`config.mk`:
```
export PLATFORM = sky130hd
export DESIGN_NAME = mfek_ctrl
export DESIGN_NICKNAME = d
export VERILOG_FILES = /design/src/sv/mfek_pkg.sv /design/src/sv/mfek_ctrl.sv
export SDC_FILE = /design/constraint.sdc
export NUM_CORES = 1
export LEC_CHECK = 0
export BUFFER_PORTS_ARGS = -buffer_cell sky130_fd_sc_hd__buf_2
export CORE_MARGIN = 1
export CORE_UTILIZATION = 25
export CTS_CLUSTER_SIZE = 16
export DETAILED_ROUTE_END_ITERATION = 8
export SLEW_MARGIN = 40
export SYNTH_ARGS = -nofsm -noshare
export SYNTH_HDL_FRONTEND = slang
export SYNTH_SLANG_ARGS = --single-unit
```
`constraint.sdc`:
```
create_clock -name aclk -period 1.4 [get_ports aclk]
set_clock_uncertainty 0.1 [all_clocks]
set_input_delay 0.21 -clock aclk [delete_from_list [all_inputs] [get_ports aclk]]
set_output_delay 0.21 -clock aclk [all_outputs]
set_load 0.03 [all_outputs]
```
`src/sv/mfek_pkg.sv`:
```
// Package: types, states and constants of the max-flow engine.
`default_nettype none
package mfek_pkg;
    localparam int CAP_W  = 16;
    localparam int RES_W  = 17;
    localparam int FLOW_W = 22;
    localparam logic [FLOW_W-1:0] FLOW_LIMIT = 22'h3FFFFF;
    localparam logic CMD_WRITE = 1'b0;
    localparam logic CMD_RUN   = 1'b1;
    localparam logic [1:0] REG_NODE_COUNT = 2'd0;
    localparam logic [1:0] REG_SOURCE     = 2'd1;
    localparam logic [1:0] REG_SINK       = 2'd2;

    typedef enum logic [3:0] {
        ST_CLEAR, ST_IDLE, ST_COPY, ST_BFS_INIT, ST_BFS_POP, ST_BFS_SCAN,
        ST_NECK, ST_UPD_FWD, ST_UPD_REV, ST_DONE
    } state_t;

    typedef struct packed {
        logic clr_step;
        logic copy_start;
        logic copy_step;
        logic bfs_init;
        logic bfs_pop;
        logic scan_step;
        logic walk_start;
        logic neck_step;
        logic fwd_step;
        logic rev_step;
        logic add_flow;
        logic zero_flow;
    } cmd_t;

    typedef struct packed {
        logic clr_last;
        logic copy_last;
        logic queue_empty;
        logic scan_last;
        logic scan_pend;
        logic sink_seen;
        logic walk_last;
    } stat_t;
endpackage
`default_nettype wire

```
`src/sv/mfek_ctrl.sv`:
```
// Controller: state machine that sequences clear, copy, search and augment.
`default_nettype none
module mfek_ctrl (
    input  wire logic            aclk,
    input  wire logic            aresetn,
    input  wire logic            run_take,
    input  wire logic            run_trivial,
    input  wire logic            out_free,
    input  wire mfek_pkg::stat_t stat,
    output mfek_pkg::cmd_t       cmd,
    output logic                 idle,
    output logic                 done
);
    import mfek_pkg::*;
    state_t state_reg, state_next;

    always_ff @(posedge aclk) begin
        if (!aresetn) begin
            state_reg <= ST_CLEAR;
        end else begin
            state_reg <= state_next;
        end
    end

    always_comb begin
        state_next = state_reg;
        cmd = '0;
        idle = 1'b0;
        done = 1'b0;
        unique case (state_reg)
            ST_CLEAR: begin
                cmd.clr_step = !stat.clr_last;
                if (stat.clr_last) state_next = ST_IDLE;
            end
            ST_IDLE: begin
                idle = 1'b1;
                if (run_take) begin
                    cmd.zero_flow = 1'b1;
                    if (run_trivial) state_next = ST_DONE;
                    else begin
                        cmd.copy_start = 1'b1; state_next = ST_COPY;
                    end
                end
            end
            ST_COPY: begin
                cmd.copy_step = 1'b1;
                if (stat.copy_last) state_next = ST_BFS_INIT;
            end
            ST_BFS_INIT: begin
                cmd.bfs_init = 1'b1; state_next = ST_BFS_POP;
            end
            ST_BFS_POP: begin
                // Hold while the last scanned neighbour lands in the queue.
                if (!stat.scan_pend) begin
                    if (stat.queue_empty) begin
                        if (stat.sink_seen) begin
                            cmd.walk_start = 1'b1; state_next = ST_NECK;
                        end else state_next = ST_DONE;
                    end else begin
                        cmd.bfs_pop = 1'b1; state_next = ST_BFS_SCAN;
                    end
                end
            end
            ST_BFS_SCAN: begin
                cmd.scan_step = 1'b1;
                if (stat.scan_last) state_next = ST_BFS_POP;
            end
            ST_NECK: begin
                // One path edge per cycle; the last read is compared on the way out.
                if (stat.walk_last) begin
                    cmd.walk_start = 1'b1; state_next = ST_UPD_FWD;
                end else cmd.neck_step = 1'b1;
            end
            ST_UPD_FWD: begin
                if (stat.walk_last) begin
                    cmd.add_flow = 1'b1; state_next = ST_BFS_INIT;
                end else begin
                    cmd.fwd_step = 1'b1; state_next = ST_UPD_REV;
                end
            end
            ST_UPD_REV: begin
                cmd.rev_step = 1'b1; state_next = ST_UPD_FWD;
            end
            ST_DONE: begin
                done = 1'b1;
                if (out_free) state_next = ST_IDLE;
            end
            default: state_next = ST_IDLE;
        endcase
    end
endmodule
`default_nettype wire

```
==> flow_summary.toml <==
[status]
outcome = "finished, violations left"
violations = "negative setup slack"

[finish]
drive_gt1_share_pct = 73.4
final_common_cell = "buf_4"
area.growth.synth_to_final_pct = 134
antenna_cells = 0
utilization_pct = 62.1
nFillCells = 185
nets = 157
fin_cells = 171
regArea_um2 = 95.1
mostFrequentLayoutCells = "buf_4, buf_6, buf_2"
multi_input_area_um2 = 621
largest_reg_flops = 4

[worst_setup_path]
startpoint_type = "register"
slowest_delay_ns = 0.35
worstPathRequired_ns = 1.09
critPathTopFamily = "simple AND/OR/NAND/NOR gates"
path_class = "reg2out"
endpoint_kind = "primary output"
crit_fanout = 6
crit_top_cell = "buf_6"
arrival_ns = 1.45
critPathBufInv = 2
critical_path.cell_chain = "buf_6 > nor4b_4 > and2_4 > nor2b_4 > buf_6"
crit_slowest_cell = "dfxtp_4"

[logic_synthesis]
synth_edf_count = 0
synth-seq-cells = 4
synth-async-reset-ratio_pct = 0
syn_area_um2 = 588
ys_warn_count = 0
synth_nets = 90
yosysTopAreaCellShare_pct = 13.6
ys_seq_area_share_pct = 13.6
synth_area_leaders = "dfxtp_1, nand2b_1, a32o_1, buf_4, nor2_1"
synthDistinctLibCells = 36
synthFlopType = "dfxtp_1"
syn_area_per_cell_um2 = 7.54
synthCells = 78
synth_area_leader_cell = "dfxtp_1"

[global_route]
grt_pass1_wl_um = 3590
grt_max_degree = 11
grt_pass1_vias = 835
grtUsageTotal_pct = 18.9
antenna_found_initial = 0
grt_overflow = 0

[timing]
fin_crit_sh_pct = 126
hold_violations = 0
final_max_slew_viol_count = 0
layout_setup_ws_ns = -0.363
fin_tns_setup_ns = -4.74
fin_crit_ns = 1.76
setup_viol = 18
worstMarginPinSlew_ns = 0.414
max_freq_mhz = 567
slew_headroom_pct = 72.0
rsz0062_at_grt = "true"

[clock_network]
cts_max_level = 1
cts.clk_slew.worst_paths_ns = 0.04
hold_buffers = 0
cts_made_buffers = 3
cts_tree = "done"
cts_buffer_depth = 2
clk_latency_ns = 0.24
clock-sinks = 4
root_buffer = "clkbuf_4"

[die]
initial_core_util_pct = 26.6
core_region_area_mm2 = 0.00221
dieArea_mm2 = 0.00255
rows = 17
die_w_um = 50.5
ioPinCount = 26
fp.dieH_um = 50.5

[detailed_routing]
first_iter_violations = 18
drt_pass1_iterations = 4
drtAntennaViolNets = 0
wl_per_cell_um = 15.3
drc = 0
via_count = 857
routed_wl_um = 2620
avgViaCountPerCell = 5.01

[placed_design]
io_buffers = 25
gp_congestion = 0.876
dp_cells = 154
dpl.hpwl_um = 1530
dp_slack_ns = -0.306

[hold_path]
hold_class = "in2reg"

[run]
max_cap_viol_count = 0

[power_and_ir_drop]
power_leakage_nw = 0.599
max-vdd-ir-drop_v = 0.00121
total_power_mw = 2.04
power.density_mw_per_mm2 = 1480
[per-stage QoR]
step                cell area (um^2)  hold WS, ns
floorplan                        663        0.254
global placement                 991        0.410
detailed placement               991        0.415
CTS                             1260        0.151
global route                    1370        0.171
finish                          1370        0.164
[kinds of logic (layout without fill, tap and decap cells)]
kind of cell | count (synthesis) | after routing | synth area share (%)
AOI/OAI and AO/OA | 19 | 19 | 25.1
and+or+nand+nor | 43 | 43 | 47.7
muxes | 1 | 1 | 1.70
xor gates and xnor gates | 1 | 1 | 1.49
DFF | 4 | 4 | 13.6
buffers and inverters | 10 | 75 | 10.4
[path summary, 6_finish.rpt]
path	slack, ns	endpoint	cells past startpoint	startpoint
worst min register to register	0.59	state_reg[0]$_SDFFE_PN0P_	2	state_reg[3]$_SDFFE_PN0P_
worst max-delay path	-0.36	cmd[10]	5	state_reg[2]$_SDFFE_PN0P_
worst max register to register	-0.32	state_reg[1]$_SDFFE_PN0P_	7	state_reg[0]$_SDFFE_PN0P_
worst min-delay path	0.16	state_reg[0]$_SDFFE_PN0P_	3	aresetn
[where the power goes]
part | switching, mW | internal (mW)
Clock | 0.0521 | 0.0961
Combinational | 0.761 | 0.899
Sequential | 0.0691 | 0.160
Total | 0.882 | 1.16
[synth_stat cells (2+ instances only)]
cell	n
nor3_1	4
dfxtp_1	4
nand2b_1	5
o21ai_0	2
a21oi_1	2
nor2b_1	4
nor2_1	7
or2_1	2
and2_1	2
o21ai_1	2
nand2_1	6
o31ai_1	2
and3_1	2
buf_4	4
a32o_1	3
nor3b_1	3
nor4_1	2
inv_1	4
[tightest hold or removal path: stages]
cell	delay (ns)
buf_2	0.14
inv_1	0.08
a211oi_2	0.04
[final cells by class]
cell class              instances  share of cell area, %
clock buffers                   3                   1.64
flip-flops and latches          4                   6.92
repair buffers                 68                   42.3
well taps                      28                   2.55
multi-input cells              64                   45.2
inverters                       4                   1.37
[routing by layer]
layer / GRT usage [%] / part of all wire [%] / up-vias
met5: 0 / 0 / -
met4: 4.17 / 2.5 / 0
met3: 3.64 / 3.6 / 8
met2: 36.7 / 53 / 24
met1: 20.7 / 41 / 402
li1: - / - / 423
[repair_timing]
| item | CTS | global route |
|---|---|---|
| setup endpoints to repair | 18 | 18 |
| pin swaps | 8 | 15 |
| gates resized for setup | 55 | 18 |
| buffers inserted | 8 | 7 |
No activity file was read; power rests on OpenSTA's default activity.
